### src/rtl/i2cbe_pkg.sv
// Shared types, command and pin-action codes, and phase lookup functions
// for the I2C master bit engine. No dependencies.
package i2cbe_pkg;

  localparam int unsigned TicksW = 16;
  localparam int unsigned PhaseW = 5;
  localparam int unsigned ByteW  = 8;

  localparam logic [TicksW-1:0] PhaseTicksRst = 16'd10;
  localparam logic [TicksW-1:0] TickMax       = 16'hFFFF;
  localparam logic [ByteW-1:0]  MsbMask       = 8'h80;

  typedef enum logic [2:0] {
    CMD_START    = 3'd0,
    CMD_STOP     = 3'd1,
    CMD_WRITE    = 3'd2,
    CMD_READ     = 3'd3,
    CMD_SEND_ACK = 3'd4,
    CMD_GET_ACK  = 3'd5
  } cmd_e;

  typedef enum logic [2:0] {
    ACT_SDA0   = 3'd0,
    ACT_SDA1   = 3'd1,
    ACT_SDABIT = 3'd2,
    ACT_SCL0   = 3'd3,
    ACT_SCL1   = 3'd4,
    ACT_RDBIT  = 3'd5,
    ACT_RDACK  = 3'd6
  } act_e;

  typedef struct packed {
    logic             req;
    logic [2:0]       cmd;
    logic [ByteW-1:0] tx_byte;
    logic             ack_value;
    logic             sda_in;
  } item_t;

  typedef struct packed {
    logic             cmd_dropped;
    logic             ack_seen;
    logic [ByteW-1:0] rx_byte;
    logic             done;
    logic             busy;
    logic             sda_drive;
    logic             scl_drive;
  } res_t;

  function automatic logic cmd_known(logic [2:0] cmd);
    return (cmd <= CMD_GET_ACK);
  endfunction

  function automatic logic [PhaseW-1:0] seq_len(logic [2:0] cmd);
    logic [PhaseW-1:0] len;
    len = 5'd4;
    unique case (cmd)
      CMD_START:    len = 5'd4;
      CMD_STOP:     len = 5'd3;
      CMD_WRITE:    len = 5'd24;
      CMD_READ:     len = 5'd25;
      CMD_SEND_ACK: len = 5'd3;
      default:      len = 5'd4;
    endcase
    return len;
  endfunction

  // step is the position inside a three-phase bit slot
  function automatic act_e phase_action(logic [2:0] cmd, logic [PhaseW-1:0] ph,
                                        logic [1:0] step);
    act_e act;
    act = ACT_SDA1;
    unique case (cmd)
      CMD_START: begin
        case (ph[1:0])
          2'd0:    act = ACT_SDA1;
          2'd1:    act = ACT_SCL1;
          2'd2:    act = ACT_SDA0;
          default: act = ACT_SCL0;
        endcase
      end
      CMD_STOP: begin
        case (ph[1:0])
          2'd0:    act = ACT_SDA0;
          2'd1:    act = ACT_SCL1;
          default: act = ACT_SDA1;
        endcase
      end
      CMD_WRITE, CMD_SEND_ACK: begin
        case (step)
          2'd0:    act = ACT_SDABIT;
          2'd1:    act = ACT_SCL1;
          default: act = ACT_SCL0;
        endcase
      end
      CMD_READ: begin
        if (ph == '0) begin
          act = ACT_SDA1;
        end else begin
          case (step)
            2'd0:    act = ACT_SCL1;
            2'd1:    act = ACT_RDBIT;
            default: act = ACT_SCL0;
          endcase
        end
      end
      default: begin
        case (ph[1:0])
          2'd0:    act = ACT_SDA1;
          2'd1:    act = ACT_SCL1;
          2'd2:    act = ACT_RDACK;
          default: act = ACT_SCL0;
        endcase
      end
    endcase
    return act;
  endfunction

endpackage

### src/rtl/i2cbe_in_reg.sv
// Input register stage of the I2C master bit engine: holds one item
// until the core takes it. Depends on i2cbe_pkg.
module i2cbe_in_reg import i2cbe_pkg::*; (
  input  logic  clk_i,
  input  logic  rst_ni,
  input  logic  in_valid_i,
  output logic  in_ready_o,
  input  item_t in_item_i,
  input  logic  pop_i,
  output logic  valid_o,
  output item_t item_o
);

  logic  valid_q;
  item_t item_q;

  assign in_ready_o = !valid_q || pop_i;
  assign valid_o    = valid_q;
  assign item_o     = item_q;

  always_ff @(posedge clk_i or negedge rst_ni) begin
    if (!rst_ni) begin
      valid_q <= 1'b0;
    end else if (in_valid_i && in_ready_o) begin
      valid_q <= 1'b1;
    end else if (pop_i) begin
      valid_q <= 1'b0;
    end
  end

  always_ff @(posedge clk_i) begin
    if (in_valid_i && in_ready_o) begin
      item_q <= in_item_i;
    end
  end

endmodule

### src/rtl/i2cbe_core.sv
// Command state, phase timer and pin actions of the I2C master bit engine;
// one item updates the state per cycle while adv_i is high. Depends on i2cbe_pkg.
module i2cbe_core import i2cbe_pkg::*; (
  input  logic              clk_i,
  input  logic              rst_ni,
  input  logic              cfg_we_i,
  input  logic [TicksW-1:0] cfg_wdata_i,
  input  logic              adv_i,
  input  item_t             item_i,
  output res_t              res_o
);

  logic              scl_q, scl_d;
  logic              sda_q, sda_d;
  logic [2:0]        cmd_q, cmd_d;
  logic              busy_q, busy_d;
  logic [PhaseW-1:0] ph_q, ph_d;
  logic [1:0]        step_q, step_d;
  logic [TicksW-1:0] tick_q, tick_d;
  logic [ByteW-1:0]  so_q, so_d;
  logic [ByteW-1:0]  si_q, si_d;
  logic              ack_q, ack_d;
  logic [TicksW-1:0] pt_q;

  logic              done;
  logic              dropped;
  logic              act_en;
  logic [2:0]        act_cmd;
  logic [PhaseW-1:0] act_ph;
  logic [1:0]        act_step;
  logic [ByteW-1:0]  so_src;
  logic [TicksW-1:0] limit;
  logic [TicksW-1:0] tick_inc;
  logic [PhaseW-1:0] ph_nx;
  logic [1:0]        step_nx;
  act_e              act;

  always_comb begin
    scl_d    = scl_q;
    sda_d    = sda_q;
    cmd_d    = cmd_q;
    busy_d   = busy_q;
    ph_d     = ph_q;
    step_d   = step_q;
    tick_d   = tick_q;
    si_d     = si_q;
    ack_d    = ack_q;
    so_src   = so_q;
    done     = 1'b0;
    dropped  = 1'b0;
    act_en   = 1'b0;
    act_cmd  = cmd_q;
    act_ph   = ph_q;
    act_step = step_q;
    limit    = (pt_q == '0) ? TicksW'(1) : pt_q;
    tick_inc = (tick_q != TickMax) ? tick_q + TicksW'(1) : tick_q;
    ph_nx    = ph_q + PhaseW'(1);
    if ((cmd_q == CMD_READ) && (ph_q == '0)) begin
      step_nx = 2'd0;
    end else begin
      step_nx = (step_q == 2'd2) ? 2'd0 : step_q + 2'd1;
    end

    if (adv_i) begin
      if (item_i.req) begin
        if (busy_q) begin
          dropped = 1'b1;
        end else if (cmd_known(item_i.cmd)) begin
          cmd_d    = item_i.cmd;
          busy_d   = 1'b1;
          ph_d     = '0;
          step_d   = '0;
          tick_d   = '0;
          act_en   = 1'b1;
          act_cmd  = item_i.cmd;
          act_ph   = '0;
          act_step = '0;
          if (item_i.cmd == CMD_WRITE) begin
            so_src = item_i.tx_byte;
          end else if (item_i.cmd == CMD_SEND_ACK) begin
            so_src = item_i.ack_value ? MsbMask : '0;
          end
        end
      end else if (busy_q) begin
        if (tick_inc >= limit) begin
          tick_d = '0;
          if (ph_nx >= seq_len(cmd_q)) begin
            busy_d = 1'b0;
            ph_d   = '0;
            done   = 1'b1;
          end else begin
            ph_d     = ph_nx;
            step_d   = step_nx;
            act_en   = 1'b1;
            act_ph   = ph_nx;
            act_step = step_nx;
          end
        end else begin
          tick_d = tick_inc;
        end
      end
    end

    act  = phase_action(act_cmd, act_ph, act_step);
    so_d = so_src;
    if (act_en) begin
      case (act)
        ACT_SDA0: sda_d = 1'b0;
        ACT_SDA1: sda_d = 1'b1;
        ACT_SDABIT: begin
          sda_d = so_src[ByteW-1];
          so_d  = {so_src[ByteW-2:0], 1'b0};
        end
        ACT_SCL0:  scl_d = 1'b0;
        ACT_SCL1:  scl_d = 1'b1;
        ACT_RDBIT: si_d  = {si_q[ByteW-2:0], item_i.sda_in};
        default:   ack_d = item_i.sda_in;
      endcase
    end
  end

  always_ff @(posedge clk_i or negedge rst_ni) begin
    if (!rst_ni) begin
      scl_q  <= 1'b1;
      sda_q  <= 1'b1;
      cmd_q  <= '0;
      busy_q <= 1'b0;
      ph_q   <= '0;
      step_q <= '0;
      tick_q <= '0;
      so_q   <= '0;
      si_q   <= '0;
      ack_q  <= 1'b1;
    end else begin
      scl_q  <= scl_d;
      sda_q  <= sda_d;
      cmd_q  <= cmd_d;
      busy_q <= busy_d;
      ph_q   <= ph_d;
      step_q <= step_d;
      tick_q <= tick_d;
      so_q   <= so_d;
      si_q   <= si_d;
      ack_q  <= ack_d;
    end
  end

  always_ff @(posedge clk_i or negedge rst_ni) begin
    if (!rst_ni) begin
      pt_q <= PhaseTicksRst;
    end else if (cfg_we_i) begin
      pt_q <= cfg_wdata_i;
    end
  end

  assign res_o.scl_drive   = scl_d;
  assign res_o.sda_drive   = sda_d;
  assign res_o.busy        = busy_d;
  assign res_o.done        = done;
  assign res_o.rx_byte     = si_d;
  assign res_o.ack_seen    = ack_d;
  assign res_o.cmd_dropped = dropped;

`ifndef SYNTHESIS
  a_phase_in_range: assert property (@(posedge clk_i) disable iff (!rst_ni)
    busy_q |-> (ph_q < seq_len(cmd_q)))
    else $error("phase index beyond command length");

  a_idle_cleared: assert property (@(posedge clk_i) disable iff (!rst_ni)
    !busy_q |-> ((ph_q == '0) && (tick_q == '0)))
    else $error("phase or tick counter not cleared while idle");

  a_step_range: assert property (@(posedge clk_i) disable iff (!rst_ni)
    step_q != 2'd3)
    else $error("bit slot step out of range");

  a_done_ends_busy: assert property (@(posedge clk_i) disable iff (!rst_ni)
    done |-> (busy_q && !busy_d))
    else $error("done without ending a running command");
`endif

endmodule

### src/rtl/i2c_master_bit_engine_unit.sv
// Path: the input register, then the output register around the state
// update in the core; one item per cycle sustained while the output register
// is empty or m_axis_tready takes its result.
// Reset: async active low; lines released, idle, phase_ticks = 10.
// Depends on i2cbe_pkg, i2cbe_in_reg and i2cbe_core.
module i2c_master_bit_engine_unit import i2cbe_pkg::*; (
  input  logic        clk_i,
  input  logic        rst_ni,
  input  logic        cfg_we_i,
  input  logic [15:0] cfg_wdata_i,
  input  logic        s_axis_tvalid,
  output logic        s_axis_tready,
  // [2:0] command, [10:3] tx_byte, [11] ack_value, [12] sda_in, [15:13] zero
  input  logic [15:0] s_axis_tdata,
  // [0] req_type
  input  logic        s_axis_tuser,
  output logic        m_axis_tvalid,
  input  logic        m_axis_tready,
  // [0] scl_drive, [1] sda_drive, [2] busy_res, [3] done_res, [11:4] rx_byte,
  // [12] ack_seen, [13] cmd_dropped, [15:14] zero
  output logic [15:0] m_axis_tdata
);

  item_t in_item;
  item_t item;
  logic  item_valid;
  logic  adv;
  res_t  res;
  res_t  res_q;
  logic  out_valid_q;

  assign in_item.req       = s_axis_tuser;
  assign in_item.cmd       = s_axis_tdata[2:0];
  assign in_item.tx_byte   = s_axis_tdata[10:3];
  assign in_item.ack_value = s_axis_tdata[11];
  assign in_item.sda_in    = s_axis_tdata[12];

  assign adv = item_valid && (!out_valid_q || m_axis_tready);

  i2cbe_in_reg u_in_reg (
    .clk_i      (clk_i),
    .rst_ni     (rst_ni),
    .in_valid_i (s_axis_tvalid),
    .in_ready_o (s_axis_tready),
    .in_item_i  (in_item),
    .pop_i      (adv),
    .valid_o    (item_valid),
    .item_o     (item)
  );

  i2cbe_core u_core (
    .clk_i       (clk_i),
    .rst_ni      (rst_ni),
    .cfg_we_i    (cfg_we_i),
    .cfg_wdata_i (cfg_wdata_i),
    .adv_i       (adv),
    .item_i      (item),
    .res_o       (res)
  );

  always_ff @(posedge clk_i or negedge rst_ni) begin
    if (!rst_ni) begin
      out_valid_q <= 1'b0;
    end else if (adv) begin
      out_valid_q <= 1'b1;
    end else if (m_axis_tready) begin
      out_valid_q <= 1'b0;
    end
  end

  always_ff @(posedge clk_i) begin
    if (adv) begin
      res_q <= res;
    end
  end

  assign m_axis_tvalid = out_valid_q;
  assign m_axis_tdata  = {2'b00, res_q};

endmodule

### config.mk
export PLATFORM = sky130hd
export DESIGN_NAME = i2c_master_bit_engine_unit
export DESIGN_NICKNAME = d
export VERILOG_FILES = /design/src/rtl/i2cbe_pkg.sv /design/src/rtl/i2cbe_in_reg.sv /design/src/rtl/i2cbe_core.sv /design/src/rtl/i2c_master_bit_engine_unit.sv
export SDC_FILE = /design/constraint.sdc
export NUM_CORES = 1
export LEC_CHECK = 0
export BUFFER_PORTS_ARGS = -buffer_cell sky130_fd_sc_hd__buf_2
export CAP_MARGIN = 10
export CORE_MARGIN = 2
export CORE_UTILIZATION = 36
export DETAILED_ROUTE_END_ITERATION = 12
export PLACE_DENSITY = 0.61
export SYNTH_ARGS = -nofsm -noshare
export SYNTH_HDL_FRONTEND = slang
export SYNTH_SLANG_ARGS = --single-unit
export TNS_END_PERCENT = 30
### constraint.sdc
create_clock -name clk_i -period 18.6 [get_ports clk_i]
set_input_delay 0.93 -clock clk_i [delete_from_list [all_inputs] [get_ports clk_i]]
set_output_delay 0.93 -clock clk_i [all_outputs]
set_load 0.02 [all_outputs]
==> metrics.log, run 1 <==
[metrics] beginning of the worst register-to-register path: u_core.tick_q[3]$_DFFE_PN0P_
[metrics] final instance area: 0.00591 sq mm
[metrics] final worst setup slack: 11.50 ns
[metrics] vias: 3904
[metrics] largest net degree at the start of global routing: 65
[metrics] largest vdd supply drop: 0.0573 mV
[metrics] cell types with the highest counts after synthesis: sky130_fd_sc_hd__dfrtp_1 (59), sky130_fd_sc_hd__nand2_1 (59), sky130_fd_sc_hd__o21ai_0 (40), sky130_fd_sc_hd__nor2_1 (33), sky130_fd_sc_hd__ha_1 (30)
[metrics] FFs w/ async S/R, synth: 0.696
[metrics] Final #Nets: 624
[metrics] layout filler cell count: 1378
[metrics] Worst Skew: 0.00562 ns
[metrics] area after detailed placement: 0.00561 sq mm
[metrics] critical path startpoint: u_core.tick_q[3]$_DFFE_PN0P_
[metrics] total power density per cell area: 99.6 mW/mm^2
[metrics] routability congestion estimate: 0.884
[metrics] Tcrit/Tclk final: 0.382
[metrics] clock-pin transition on the worst setup and hold timing paths: 0.06 ns
[metrics] distinct cell type count after synthesis: 73
[metrics] final number of hold-violating endpoints: 0
[metrics] portion of total power attributed to the clock network: 0.317
[metrics] nature of the critical path startpoint: flip-flop
[metrics] Power Internal: 0.000405 W
[metrics] number of global-route vias before repair: 3812
[metrics] Final min period: 7.10 ns
[metrics] share of final-layout standard cells stronger than drive strength 1: 0.200
[metrics] Remaining Overflow, GRT: 0
[metrics] TritonCTS clock tree: yes
[metrics] total routing usage reported by global routing: 0.151
[metrics] met3 layer usage reported by global route: 0.0391
[metrics] unrepaired setup endpoints after global routing: false
[metrics] horizontal extent of the die: 125 um
[metrics] count of standard-cell rows: 44
[metrics] leakage power summed over all cells: 2.66 nW
[metrics] Place WS: 11.60 ns
[metrics] CTS Buffer Depth: 2
[metrics] Least-Margin Pin Slew: 0.847 ns
[metrics] Tightest Hold Check Type: flip-flop to flip-flop
[metrics] Max Freq: 141 MHz
[metrics] post-cts gate resize count: 0
[metrics] min-delay src: u_core.si_q[7]$_DFF_PN0_
[metrics] relative slew slack: 0.435
[metrics] top cell type's share of synthesized area: 0.282
[metrics] violation count after the first detailed-route iteration: 291
[metrics] effective utilization at floorplan: 0.364
[metrics] I/O pin count: 56
[metrics] Sw Pwr: 0.000183 W
[metrics] count of flip-flops with a built-in enable after synthesis: 28
[metrics] source-to-sink clock delay at the later pin of the worst-skew pair: 0.35 ns
[metrics] arrival time of the worst setup path: 7.21 ns
[metrics] Setup Total Neg Slack: 0 ns
[metrics] kind of end point of the critical path: flip-flop
[metrics] cts hold-fix bufs: 0
[metrics] area enclosed by the die boundary: 0.0155 sq mm
[metrics] max cap viols: 0
[metrics] library cell used as clock root buffer: sky130_fd_sc_hd__clkbuf_16
[metrics] final setup violating endpoints: 0
[metrics] critical-path maximum fanout: 11
[metrics] number of inserted diodes: 0
[metrics] DR WL/cell: 15.0 um
[metrics] Seq/Total Area, Yosys: 0.468
[metrics] number of buffers created by CTS: 9
[metrics] Gate power share: 0.255
[metrics] first-pass iteration count of the detailed router: 8
[metrics] Cell Area, Synth: 0.00524 sq mm
[metrics] switching share of total power: 0.311
[metrics] Final Max Slew Viols: 0
[metrics] mean post-synth cell area: 10.2 sq um
[metrics] count of clock tree sinks: 92
[metrics] drt drc: 0
[metrics] Hold WS: 0.508 ns
[metrics] register share of total power: 0.428
[metrics] flip-flop and latch count after synthesis: 92
[metrics] half-perimeter wire length of the detailed placement result: 8270 um
[metrics] ys flop type: sky130_fd_sc_hd__dfrtp_1
[metrics] number of antenna violations at the first check in global routing: 0
[metrics] Worst Setup Path Type: flip-flop to flip-flop
[metrics] GR peak layer: met2
[metrics] cells taking the most area after synthesis: sky130_fd_sc_hd__dfrtp_1 (28%), sky130_fd_sc_hd__edfxtp_1 (16%), sky130_fd_sc_hd__ha_1 (7.2%), sky130_fd_sc_hd__nand2_1 (4.2%), sky130_fd_sc_hd__o21ai_0 (3.8%)
[metrics] top cell type by total area after synthesis: sky130_fd_sc_hd__dfrtp_1
[metrics] Vert. Die Dim: 125 um
[metrics] area of the placeable core: 0.0144 sq mm
[metrics] number of instances in the synthesized netlist: 513
[metrics] number of routed nets with antenna violations: 0
[metrics] post-CTS repair timing setup buffer count: 0
[metrics] GR Layer Usage met2: 0.241
[metrics] met1 track demand over resource in global routing: 0.199
[metrics] CTS H-Tree Depth: 3
[metrics] run status: finished clean
[metrics] Area growth syn-to-layout: 12.9%
[metrics] post-detailed-route via-to-cell ratio: 5.24
[metrics] number of buffers added on ports: 50
[metrics] Routed Wire Length: 11200 um
[metrics] global-route wire length before repair: 18900 um
[metrics] CP Data Required Time: 18.70 ns
[metrics] Syn. warnings: 0
critical path, cell delays in order (launching register included):
cell	delay, ns
sky130_fd_sc_hd__dfrtp_1	0.48
sky130_fd_sc_hd__and4_1	0.27
sky130_fd_sc_hd__and3_1	0.22
sky130_fd_sc_hd__and4_1	0.25
sky130_fd_sc_hd__nand4_1	0.21
sky130_fd_sc_hd__or2_2	0.43
sky130_fd_sc_hd__and3_1	0.30
sky130_fd_sc_hd__and3_1	0.25
sky130_fd_sc_hd__xor2_1	0.17
sky130_fd_sc_hd__ha_1	0.29
sky130_fd_sc_hd__nand2_1	0.08
sky130_fd_sc_hd__nor3_2	0.20
sky130_fd_sc_hd__or4b_1	0.48
sky130_fd_sc_hd__nand3_2	0.27
sky130_fd_sc_hd__and3_1	0.40
sky130_fd_sc_hd__nor2_1	0.15
sky130_fd_sc_hd__a22o_1	0.27
sky130_fd_sc_hd__inv_1	0.12
sky130_fd_sc_hd__ha_1	0.18
sky130_fd_sc_hd__nor2b_1	0.17
sky130_fd_sc_hd__nand3_1	0.13
sky130_fd_sc_hd__o211ai_1	0.24
sky130_fd_sc_hd__o21a_1	0.30
sky130_fd_sc_hd__and3_1	0.56
sky130_fd_sc_hd__mux2_2	0.42
power groups by stage:
stage / clock network (W) / registers, W / logic [W]
6_report: 0.000187 / 0.000252 / 0.000150
5_1_grt: 0.000201 / 0.000254 / 0.000168
4_1_cts: 0.000192 / 0.000252 / 0.000150
3_5_place_dp: 0 / 0.000255 / 0.000149
3_3_place_gp: 0 / 0.000254 / 0.000144
2_1_floorplan: 0 / 0.000254 / 0.000112
layout make-up:
class,count,area (sq um),area share
tap,184,230,0.0390
multi-input combinational,371,2550,0.432
inverter,30,113,0.0191
sequential,92,2450,0.414
clock inverter,6,62.6,0.0106
timing repair buffer,52,265,0.0449
clock buffer,10,239,0.0404
flip-flops by register name, indices dropped and copies added (netlist names):
signal / flops
u_core.tick_q: 16
m_axis_tdata: 14
u_core.ph_q: 5
u_core.step_q: 2
u_core.sda_q: 1
u_core.so_q: 8
u_core.si_q: 8
u_in_reg.item_o: 14
m_axis_tvalid: 1
u_core.ack_q: 1
u_core.pt_q: 16
u_core.cmd_q: 3
u_core.scl_q: 1
u_in_reg.valid_o: 1
u_core.busy_q: 1
through the flow:
stage          std cells  power, W  utilization
5_1_grt              745  0.000623        0.411
3_5_place_dp         729  0.000405        0.390
6_report             745  0.000588        0.411
2_1_floorplan        514  0.000366            -
3_3_place_gp         729  0.000398        0.390
4_1_cts              745  0.000594        0.411
cell usage in the layout, fill, tap and decap left out, types with 5 or more instances in the layout:
cell and count:
sky130_fd_sc_hd__nand2_1 59, sky130_fd_sc_hd__dfrtp_1 59, sky130_fd_sc_hd__buf_2 50, sky130_fd_sc_hd__o21ai_0 40, sky130_fd_sc_hd__nor2_1 33, sky130_fd_sc_hd__ha_1 30
sky130_fd_sc_hd__inv_1 28, sky130_fd_sc_hd__edfxtp_1 28, sky130_fd_sc_hd__a21oi_1 23, sky130_fd_sc_hd__nand2b_1 12, sky130_fd_sc_hd__and3_1 11, sky130_fd_sc_hd__nand3_1 11
sky130_fd_sc_hd__a22o_1 11, sky130_fd_sc_hd__mux2_2 11, sky130_fd_sc_hd__and2_1 9, sky130_fd_sc_hd__nor3_1 9, sky130_fd_sc_hd__clkbuf_16 9, sky130_fd_sc_hd__xor2_1 8
sky130_fd_sc_hd__nand4_1 6, sky130_fd_sc_hd__xnor2_1 6, sky130_fd_sc_hd__nor4_1 6, sky130_fd_sc_hd__mux2_4 6, sky130_fd_sc_hd__a22o_2 6, sky130_fd_sc_hd__nor2b_1 5
sky130_fd_sc_hd__o31ai_1 5, sky130_fd_sc_hd__dfstp_2 5
cell families after synthesis:
logic type                 after synthesis  synth area share
AOI/OAI and AO/OA                      120             0.153
xor gates and xnor gates                14            0.0234
adders and majority gates               30            0.0717
buffers and inverters                   51            0.0459
DFF                                     92             0.468
muxes                                   20            0.0466
other                                    1          0.000716
and+or+nand+nor                        185             0.191
per-layer routing:
| metal | part of all wire | wire length, um | vias to the layer above |
|---|---|---|---|
| met5 | 0 | 0 | - |
| met4 | 0.014 | 154 | 0 |
| met3 | 0.052 | 579 | 12 |
| met2 | 0.47 | 5290 | 103 |
| met1 | 0.46 | 5180 | 1856 |
| li1 | - | - | 1933 |
final timing paths:
path | cells after the start | slack [ns] | to
worst max-delay path | 24 | 11.50 | m_axis_tdata[8]$_DFFE_PP_
worst min-delay path | 1 | 0.51 | u_core.si_q[7]$_DFF_PN0_
worst min register to register | 1 | 0.51 | u_core.si_q[7]$_DFF_PN0_
min in group asynchronous | 2 | 0.78 | u_in_reg.valid_o$_DFFE_PN0P_
worst max register to register | 24 | 11.50 | m_axis_tdata[8]$_DFFE_PP_
max in group asynchronous | 2 | 17.29 | u_core.tick_q[13]$_DFFE_PN0P_
Note: power is estimated with default switching activity, not from simulation.
==> run 2: changes to the inputs <==
clock period = 6.87 ns   (was 18.6 ns; I/O delays follow)
==> run 2 against run 1 <==
Sequential share of layout area decreased by 0.48 points. Clock power rose to 2.8 times the previous value. Die area stayed put. Design area rose by 1.3%. Clock skew increased by 0.0052 ns. Non-clock buffer count up 4. Worst setup slack worse by 11 ns.
==> metrics.log, run 2 (synthesized netlist as in run 1, its figures left out) <==
[metrics] run status: finished clean
[metrics] number of inserted diodes: 0
[metrics] arrival time of the worst setup path: 6.57 ns
[metrics] number of global-route vias before repair: 4011
[metrics] half-perimeter wire length of the detailed placement result: 8310 um
[metrics] kind of end point of the critical path: flip-flop
[metrics] Worst Setup Path Type: flip-flop to flip-flop
[metrics] share of final-layout standard cells stronger than drive strength 1: 0.219
[metrics] number of antenna violations at the first check in global routing: 0
[metrics] slowest stage delay, CP: 0.50 ns
[metrics] routability congestion estimate: 0.880
[metrics] Least-Margin Pin Slew: 0.846 ns
[metrics] Final Max Slew Viols: 0
[metrics] I/O pin count: 56
[metrics] source-to-sink clock delay at the later pin of the worst-skew pair: 0.36 ns
[metrics] final instance area: 0.00598 sq mm
[metrics] total power density per cell area: 269 mW/mm^2
[metrics] CTS Buffer Depth: 2
[metrics] library cell used as clock root buffer: sky130_fd_sc_hd__clkbuf_16
[metrics] Area growth syn-to-layout: 14.3%
[metrics] CP Data Required Time: 6.97 ns
[metrics] number of buffers added on ports: 50
[metrics] layout filler cell count: 1351
[metrics] Routed Wire Length: 11500 um
[metrics] register share of total power: 0.424
[metrics] global-route wire length before repair: 19400 um
[metrics] Final #Nets: 628
[metrics] setup slack on the worst flop-to-flop path: 0.40 ns
[metrics] clock-pin transition on the worst setup and hold timing paths: 0.07 ns
[metrics] post-detailed-route via-to-cell ratio: 5.26
[metrics] leakage power summed over all cells: 2.70 nW
[metrics] Gate power share: 0.253
[metrics] Power Internal: 0.00110 W
[metrics] effective utilization at floorplan: 0.364
[metrics] beginning of the worst register-to-register path: u_core.tick_q[4]$_DFFE_PN0P_
[metrics] max cap viols: 0
[metrics] critical-path maximum fanout: 8
[metrics] violation count after the first detailed-route iteration: 289
[metrics] Place WS: 0.217 ns
[metrics] Setup Total Neg Slack: 0 ns
[metrics] slowest library cell on the worst path: sky130_fd_sc_hd__or4b_4
[metrics] CTS H-Tree Depth: 3
[metrics] critical path startpoint: u_core.tick_q[4]$_DFFE_PN0P_
[metrics] final worst setup slack: 0.403 ns
[metrics] relative slew slack: 0.436
[metrics] final setup violating endpoints: 0
[metrics] vias: 3937
[metrics] largest net degree at the start of global routing: 65
[metrics] Tcrit/Tclk final: 0.941
[metrics] number of buffers created by CTS: 9
[metrics] final number of hold-violating endpoints: 0
[metrics] portion of total power attributed to the clock network: 0.323
[metrics] cts hold-fix bufs: 0
[metrics] nature of the critical path startpoint: flip-flop
[metrics] Tightest Hold Check Type: input port to flip-flop
[metrics] Max Freq: 155 MHz
[metrics] horizontal extent of the die: 125 um
[metrics] first-pass iteration count of the detailed router: 5
[metrics] number of routed nets with antenna violations: 0
[metrics] DR WL/cell: 15.4 um
[metrics] total routing usage reported by global routing: 0.153
[metrics] area enclosed by the die boundary: 0.0155 sq mm
[metrics] largest vdd supply drop: 0.117 mV
[metrics] Final min period: 6.47 ns
[metrics] Remaining Overflow, GRT: 0
[metrics] area after detailed placement: 0.00563 sq mm
[metrics] capture point of the worst reg-to-reg path: m_axis_tdata[7]$_DFFE_PP_
[metrics] last element of the critical path: m_axis_tdata[7]$_DFFE_PP_
[metrics] length in cells of the worst reg-to-reg path: 28
[metrics] cell repeated most along the worst path: sky130_fd_sc_hd__nand2_1
[metrics] most common cell after layout, fill and taps aside: sky130_fd_sc_hd__nand2_1
[metrics] Worst Skew: 0.0108 ns
[metrics] Sw Pwr: 0.000516 W
[metrics] TritonCTS clock tree: yes
[metrics] Vert. Die Dim: 125 um
[metrics] count of standard-cell rows: 44
[metrics] unrepaired setup endpoints after global routing: false
[metrics] area of the placeable core: 0.0144 sq mm
[metrics] switching share of total power: 0.320
[metrics] count of clock tree sinks: 92
[metrics] commonest cells after routing, fill and taps aside: sky130_fd_sc_hd__nand2_1 (58), sky130_fd_sc_hd__dfrtp_1 (57), sky130_fd_sc_hd__buf_2 (50), sky130_fd_sc_hd__o21ai_0 (40), sky130_fd_sc_hd__nor2_1 (33)
[metrics] drt drc: 0
[metrics] Regs by FF count: u_core.pt_q x16, u_core.tick_q x16
[run 2: cell types whose count changed in the layout (fill, tap and decap cells not counted), moves of 2 or more]
cell,previous run,this run
sky130_fd_sc_hd__and3_1,11,9
sky130_fd_sc_hd__and3_2,0,2
sky130_fd_sc_hd__inv_6,1,3
sky130_fd_sc_hd__buf_4,2,5
sky130_fd_sc_hd__dfrtp_1,59,57
sky130_fd_sc_hd__dfrtp_2,0,2
sky130_fd_sc_hd__clkinvlp_4,2,0
[run 2: timing repair]
action                     4_1_cts  5_1_grt
setup buffers                    0        2
gates resized for setup          0        9
hold endpoints to repair         0        0
setup endpoints to repair        0       27
[run 2: cell type report]
type / instances / area (sq um) / area share
timing repair buffer: 56 / 308 / 0.0514
clock inverter: 7 / 81.3 / 0.0136
inverter: 30 / 113 / 0.0188
clock buffer: 9 / 225 / 0.0376
tap: 184 / 230 / 0.0385
multi-input combinational: 371 / 2570 / 0.430
sequential: 92 / 2450 / 0.410
[run 2: worst min path at each step]
| stage | from | end | cells after the start |
|---|---|---|---|
| floorplan | rst_ni | m_axis_tvalid$_DFFE_PN0P_ | 0 |
| global placement | u_core.si_q[7]$_DFF_PN0_ | u_core.si_q[7]$_DFF_PN0_ | 1 |
| detailed placement | u_core.si_q[7]$_DFF_PN0_ | u_core.si_q[7]$_DFF_PN0_ | 1 |
| CTS | s_axis_tdata[8] | u_in_reg.item_o[7]$_DFFE_PP_ | 1 |
| global route | s_axis_tdata[3] | u_in_reg.item_o[2]$_DFFE_PP_ | 1 |
| finish | s_axis_tdata[8] | u_in_reg.item_o[7]$_DFFE_PP_ | 1 |
[run 2: worst max-delay path, delay by kind of cell, from the launching register on]
| family | cells | cell delay [ns] |
|---|---|---|
| adder cells (fa/ha/maj) | 2 | 0.48 |
| AND/OR/NAND/NOR | 18 | 3.74 |
| XOR/XNOR | 1 | 0.17 |
| multiplexers | 1 | 0.30 |
| buffers and inverters | 2 | 0.25 |
| AO/OA/AOI/OAI | 4 | 0.83 |
| flip-flops | 1 | 0.43 |
[run 2: through the flow]
| step | util | cells | hold WS [ns] | total power (W) |
|---|---|---|---|---|
| final | 0.416 | 749 | 0.164 | 0.00161 |
| after global routing | 0.416 | 749 | 0.152 | 0.00170 |
| after CTS | 0.413 | 747 | 0.148 | 0.00163 |
| after detailed placement | 0.392 | 731 | 0.484 | 0.00110 |
| after global placement | 0.392 | 731 | 0.478 | 0.00108 |
| after floorplan | - | 514 | 0.0479 | 0.000992 |
[run 2: power groups by stage]
stage	Combinational, W	Clock [W]	Sequential [W]
3_5_place_dp	0.000404	0	0.000692
4_1_cts	0.000409	0.000535	0.000682
2_1_floorplan	0.000304	0	0.000688
5_1_grt	0.000458	0.000555	0.000689
6_report	0.000408	0.000521	0.000683
3_3_place_gp	0.000391	0	0.000689
[run 2: routing by layer]
| layer | part of all wire | track usage | wire, um |
|---|---|---|---|
| met1 | 0.47 | 0.202 | 5450 |
| met2 | 0.48 | 0.251 | 5530 |
| met3 | 0.034 | 0.0258 | 390 |
| met4 | 0.014 | 0.0635 | 167 |
| met5 | 0 | 0 | 0 |
==> run 3: changes to the inputs <==
CORE_MARGIN = 3   (was 2)
CTS_BUF_LIST = sky130_fd_sc_hd__clkbuf_8   (was unset)
==> run 3 against run 2 <==
Critical path depth down 3. Global-route usage down 0.67 points. Worst hold slack worse by 0.038 ns. Die area up 3.2%. Largest cell class unchanged. Sequential share of layout area up 0.99 points. Core utilization about the same. Highest routed layer unchanged. Clock power down 32%. Routed wire length down 1.5%. Clock skew about the same. Maximum frequency down 0.43%.
==> metrics.log, run 3 (synthesized netlist as in run 1, its figures left out) <==
[metrics] run status: finished clean
[metrics] vias: 3981
[metrics] violation count after the first detailed-route iteration: 283
[metrics] Max Freq: 154 MHz
[metrics] DR WL/cell: 15.2 um
[metrics] beginning of the worst register-to-register path: u_core.tick_q[4]$_DFFE_PN0P_
[metrics] commonest cells after routing, fill and taps aside: sky130_fd_sc_hd__nand2_1 (59), sky130_fd_sc_hd__dfrtp_1 (56), sky130_fd_sc_hd__buf_2 (50), sky130_fd_sc_hd__o21ai_0 (40), sky130_fd_sc_hd__nor2_1 (33)
[metrics] Final min period: 6.50 ns
[metrics] cts hold-fix bufs: 0
[metrics] Regs by FF count: u_core.pt_q x16, u_core.tick_q x16
[metrics] total routing usage reported by global routing: 0.147
[metrics] slowest stage delay, CP: 0.47 ns
[metrics] cell repeated most along the worst path: sky130_fd_sc_hd__and3_1
[metrics] final instance area: 0.00584 sq mm
[metrics] portion of total power attributed to the clock network: 0.246
[metrics] Final #Nets: 629
[metrics] number of buffers created by CTS: 9
[metrics] TritonCTS clock tree: yes
[metrics] source-to-sink clock delay at the later pin of the worst-skew pair: 0.38 ns
[metrics] area after detailed placement: 0.00563 sq mm
[metrics] Crit. path cell count: 25
[metrics] number of inserted diodes: 0
[metrics] Overall Power: 0.00144 W
[metrics] kind of end point of the critical path: flip-flop
[metrics] largest vdd supply drop: 0.134 mV
[metrics] number of routed nets with antenna violations: 0
[metrics] switching share of total power: 0.340
[metrics] Worst Setup Path Type: flip-flop to flip-flop
[metrics] capture point of the worst reg-to-reg path: m_axis_tdata[9]$_DFFE_PP_
[metrics] delay-heaviest family, CP: simple AND/OR/NAND/NOR gates
[metrics] CTS Buffer Depth: 2
[metrics] crit path buf inv count: 2
[metrics] number of global-route vias before repair: 3941
[metrics] Setup Total Neg Slack: 0 ns
[metrics] relative slew slack: 0.441
[metrics] Gate power share: 0.281
[metrics] final setup violating endpoints: 0
[metrics] max cap viols: 0
[metrics] routability congestion estimate: 0.847
[metrics] Sw Pwr: 0.000490 W
[metrics] count of clock tree sinks: 92
[metrics] Final Instance Count excl. Fillers: 746
[metrics] clock-pin transition on the worst setup and hold timing paths: 0.09 ns
[metrics] Remaining Overflow, GRT: 0
[metrics] final number of hold-violating endpoints: 0
[metrics] half-perimeter wire length of the detailed placement result: 8290 um
[metrics] Area growth syn-to-layout: 11.6%
[metrics] drt drc: 0
[metrics] final design utilization: 0.416
[metrics] first-pass iteration count of the detailed router: 5
[metrics] Tcrit/Tclk final: 0.945
[metrics] Routed Wire Length: 11400 um
[metrics] unrepaired setup endpoints after global routing: false
[metrics] Power Internal: 0.000951 W
[metrics] share of final-layout standard cells stronger than drive strength 1: 0.214
[metrics] count of standard-cell rows: 43
[metrics] arrival time of the worst setup path: 6.63 ns
[metrics] largest net degree at the start of global routing: 65
[metrics] CTS H-Tree Depth: 3
[metrics] slowest library cell on the worst path: sky130_fd_sc_hd__or4b_1
[metrics] layout filler cell count: 1352
[metrics] most common cell after layout, fill and taps aside: sky130_fd_sc_hd__nand2_1
[metrics] number of antenna violations at the first check in global routing: 0
[metrics] Least-Margin Pin Slew: 0.838 ns
[metrics] area of the placeable core: 0.0140 sq mm
[metrics] Tightest Hold Check Type: input port to asynchronous set/reset pin
[metrics] CP Data Required Time: 7.00 ns
[metrics] register share of total power: 0.473
[metrics] library cell used as clock root buffer: sky130_fd_sc_hd__clkbuf_8
[metrics] Vert. Die Dim: 127 um
[metrics] post-detailed-route via-to-cell ratio: 5.34
[metrics] global-route wire length before repair: 18900 um
[metrics] Final Max Slew Viols: 0
[metrics] nature of the critical path startpoint: flip-flop
[metrics] number of buffers added on ports: 50
[metrics] total power density per cell area: 247 mW/mm^2
[metrics] horizontal extent of the die: 127 um
[metrics] length in cells of the worst reg-to-reg path: 25
[metrics] I/O pin count: 56
[metrics] critical-path maximum fanout: 8
[metrics] leakage power summed over all cells: 2.64 nW
[metrics] number of instances in the placed design: 727
[metrics] Worst Skew: 0.0106 ns
[metrics] setup slack on the worst flop-to-flop path: 0.37 ns
[metrics] area enclosed by the die boundary: 0.0160 sq mm
[metrics] effective utilization at floorplan: 0.373
==> run 3: final cells by class <==
cell class              instances  area, sq um  share of cell area
multi-input cells             371         2550               0.437
flip-flops and latches         92         2450               0.420
repair buffers                 57          315              0.0539
well taps                     180          225              0.0385
clock buffers                  10          138              0.0235
inverters                      30          113              0.0193
clock inverters                 6         47.5             0.00814
==> run 3: what timing repair did <==
| action | 4_1_cts | 5_1_grt |
|---|---|---|
| gates resized for setup | 0 | 5 |
| setup endpoints to repair | 0 | 26 |
| buffers inserted | 0 | 3 |
==> run 3: worst max-delay path by stage <==
| stage | from | endpoint | slack [ns] |
|---|---|---|---|
| after global placement | u_core.tick_q[3]$_DFFE_PN0P_ | m_axis_tdata[9]$_DFFE_PP_ | 0.29 |
| after detailed placement | u_core.tick_q[3]$_DFFE_PN0P_ | m_axis_tdata[9]$_DFFE_PP_ | 0.24 |
| after CTS | u_core.tick_q[3]$_DFFE_PN0P_ | m_axis_tdata[9]$_DFFE_PP_ | 0.19 |
| final | u_core.tick_q[4]$_DFFE_PN0P_ | m_axis_tdata[9]$_DFFE_PP_ | 0.37 |
| after global routing | u_core.tick_q[6]$_DFFE_PN0P_ | m_axis_tdata[10]$_DFFE_PP_ | 0.03 |
| after floorplan | u_core.tick_q[3]$_DFFE_PN0P_ | m_axis_tdata[10]$_DFFE_PP_ | 0.68 |
==> run 3: worst reg2reg max path: stages (launching register included) <==
cell	delay, ns
sky130_fd_sc_hd__dfrtp_2	0.43
sky130_fd_sc_hd__and4_1	0.24
sky130_fd_sc_hd__and3_1	0.22
sky130_fd_sc_hd__and4_1	0.26
sky130_fd_sc_hd__nand4_1	0.17
sky130_fd_sc_hd__or2_4	0.32
sky130_fd_sc_hd__and3_2	0.28
sky130_fd_sc_hd__and3_1	0.23
sky130_fd_sc_hd__xor2_1	0.16
sky130_fd_sc_hd__ha_1	0.29
sky130_fd_sc_hd__nand2_1	0.08
sky130_fd_sc_hd__nor3_2	0.18
sky130_fd_sc_hd__or4b_1	0.47
sky130_fd_sc_hd__nand3_2	0.19
sky130_fd_sc_hd__and3_1	0.38
sky130_fd_sc_hd__nor2_1	0.15
sky130_fd_sc_hd__a22o_1	0.26
sky130_fd_sc_hd__inv_1	0.10
sky130_fd_sc_hd__ha_1	0.18
sky130_fd_sc_hd__nor2b_1	0.19
sky130_fd_sc_hd__nand3_1	0.14
sky130_fd_sc_hd__o211ai_1	0.26
sky130_fd_sc_hd__o21a_1	0.31
sky130_fd_sc_hd__and3_1	0.25
sky130_fd_sc_hd__buf_12	0.15
sky130_fd_sc_hd__mux2_2	0.35
==> run 3: per-layer routing <==
layer	part of all wire	wire, um	track usage	vias to the layer above
met1	0.47	5370	0.199	1925
li1	-	-	-	1937
met4	0.017	195	0.0637	0
met2	0.46	5250	0.228	106
met5	0	0	0	-
met3	0.048	547	0.0299	13
==> run 3: through the flow <==
| stage | hold slack (ns) | worst slack, ns |
|---|---|---|
| detailed placement | 0.493 | 0.239 |
| global route | 0.101 | 0.0327 |
| global placement | 0.478 | 0.286 |
| CTS | 0.104 | 0.188 |
| finish | 0.127 | 0.375 |
| floorplan | 0.0479 | 0.681 |
==> run 3: power groups by stage <==
stage | clock network [W] | registers, W | logic (W)
floorplan | 0 | 0.000688 | 0.000304
global placement | 0 | 0.000690 | 0.000391
detailed placement | 0 | 0.000692 | 0.000403
CTS | 0.000370 | 0.000681 | 0.000406
global route | 0.000394 | 0.000690 | 0.000458
finish | 0.000355 | 0.000681 | 0.000405
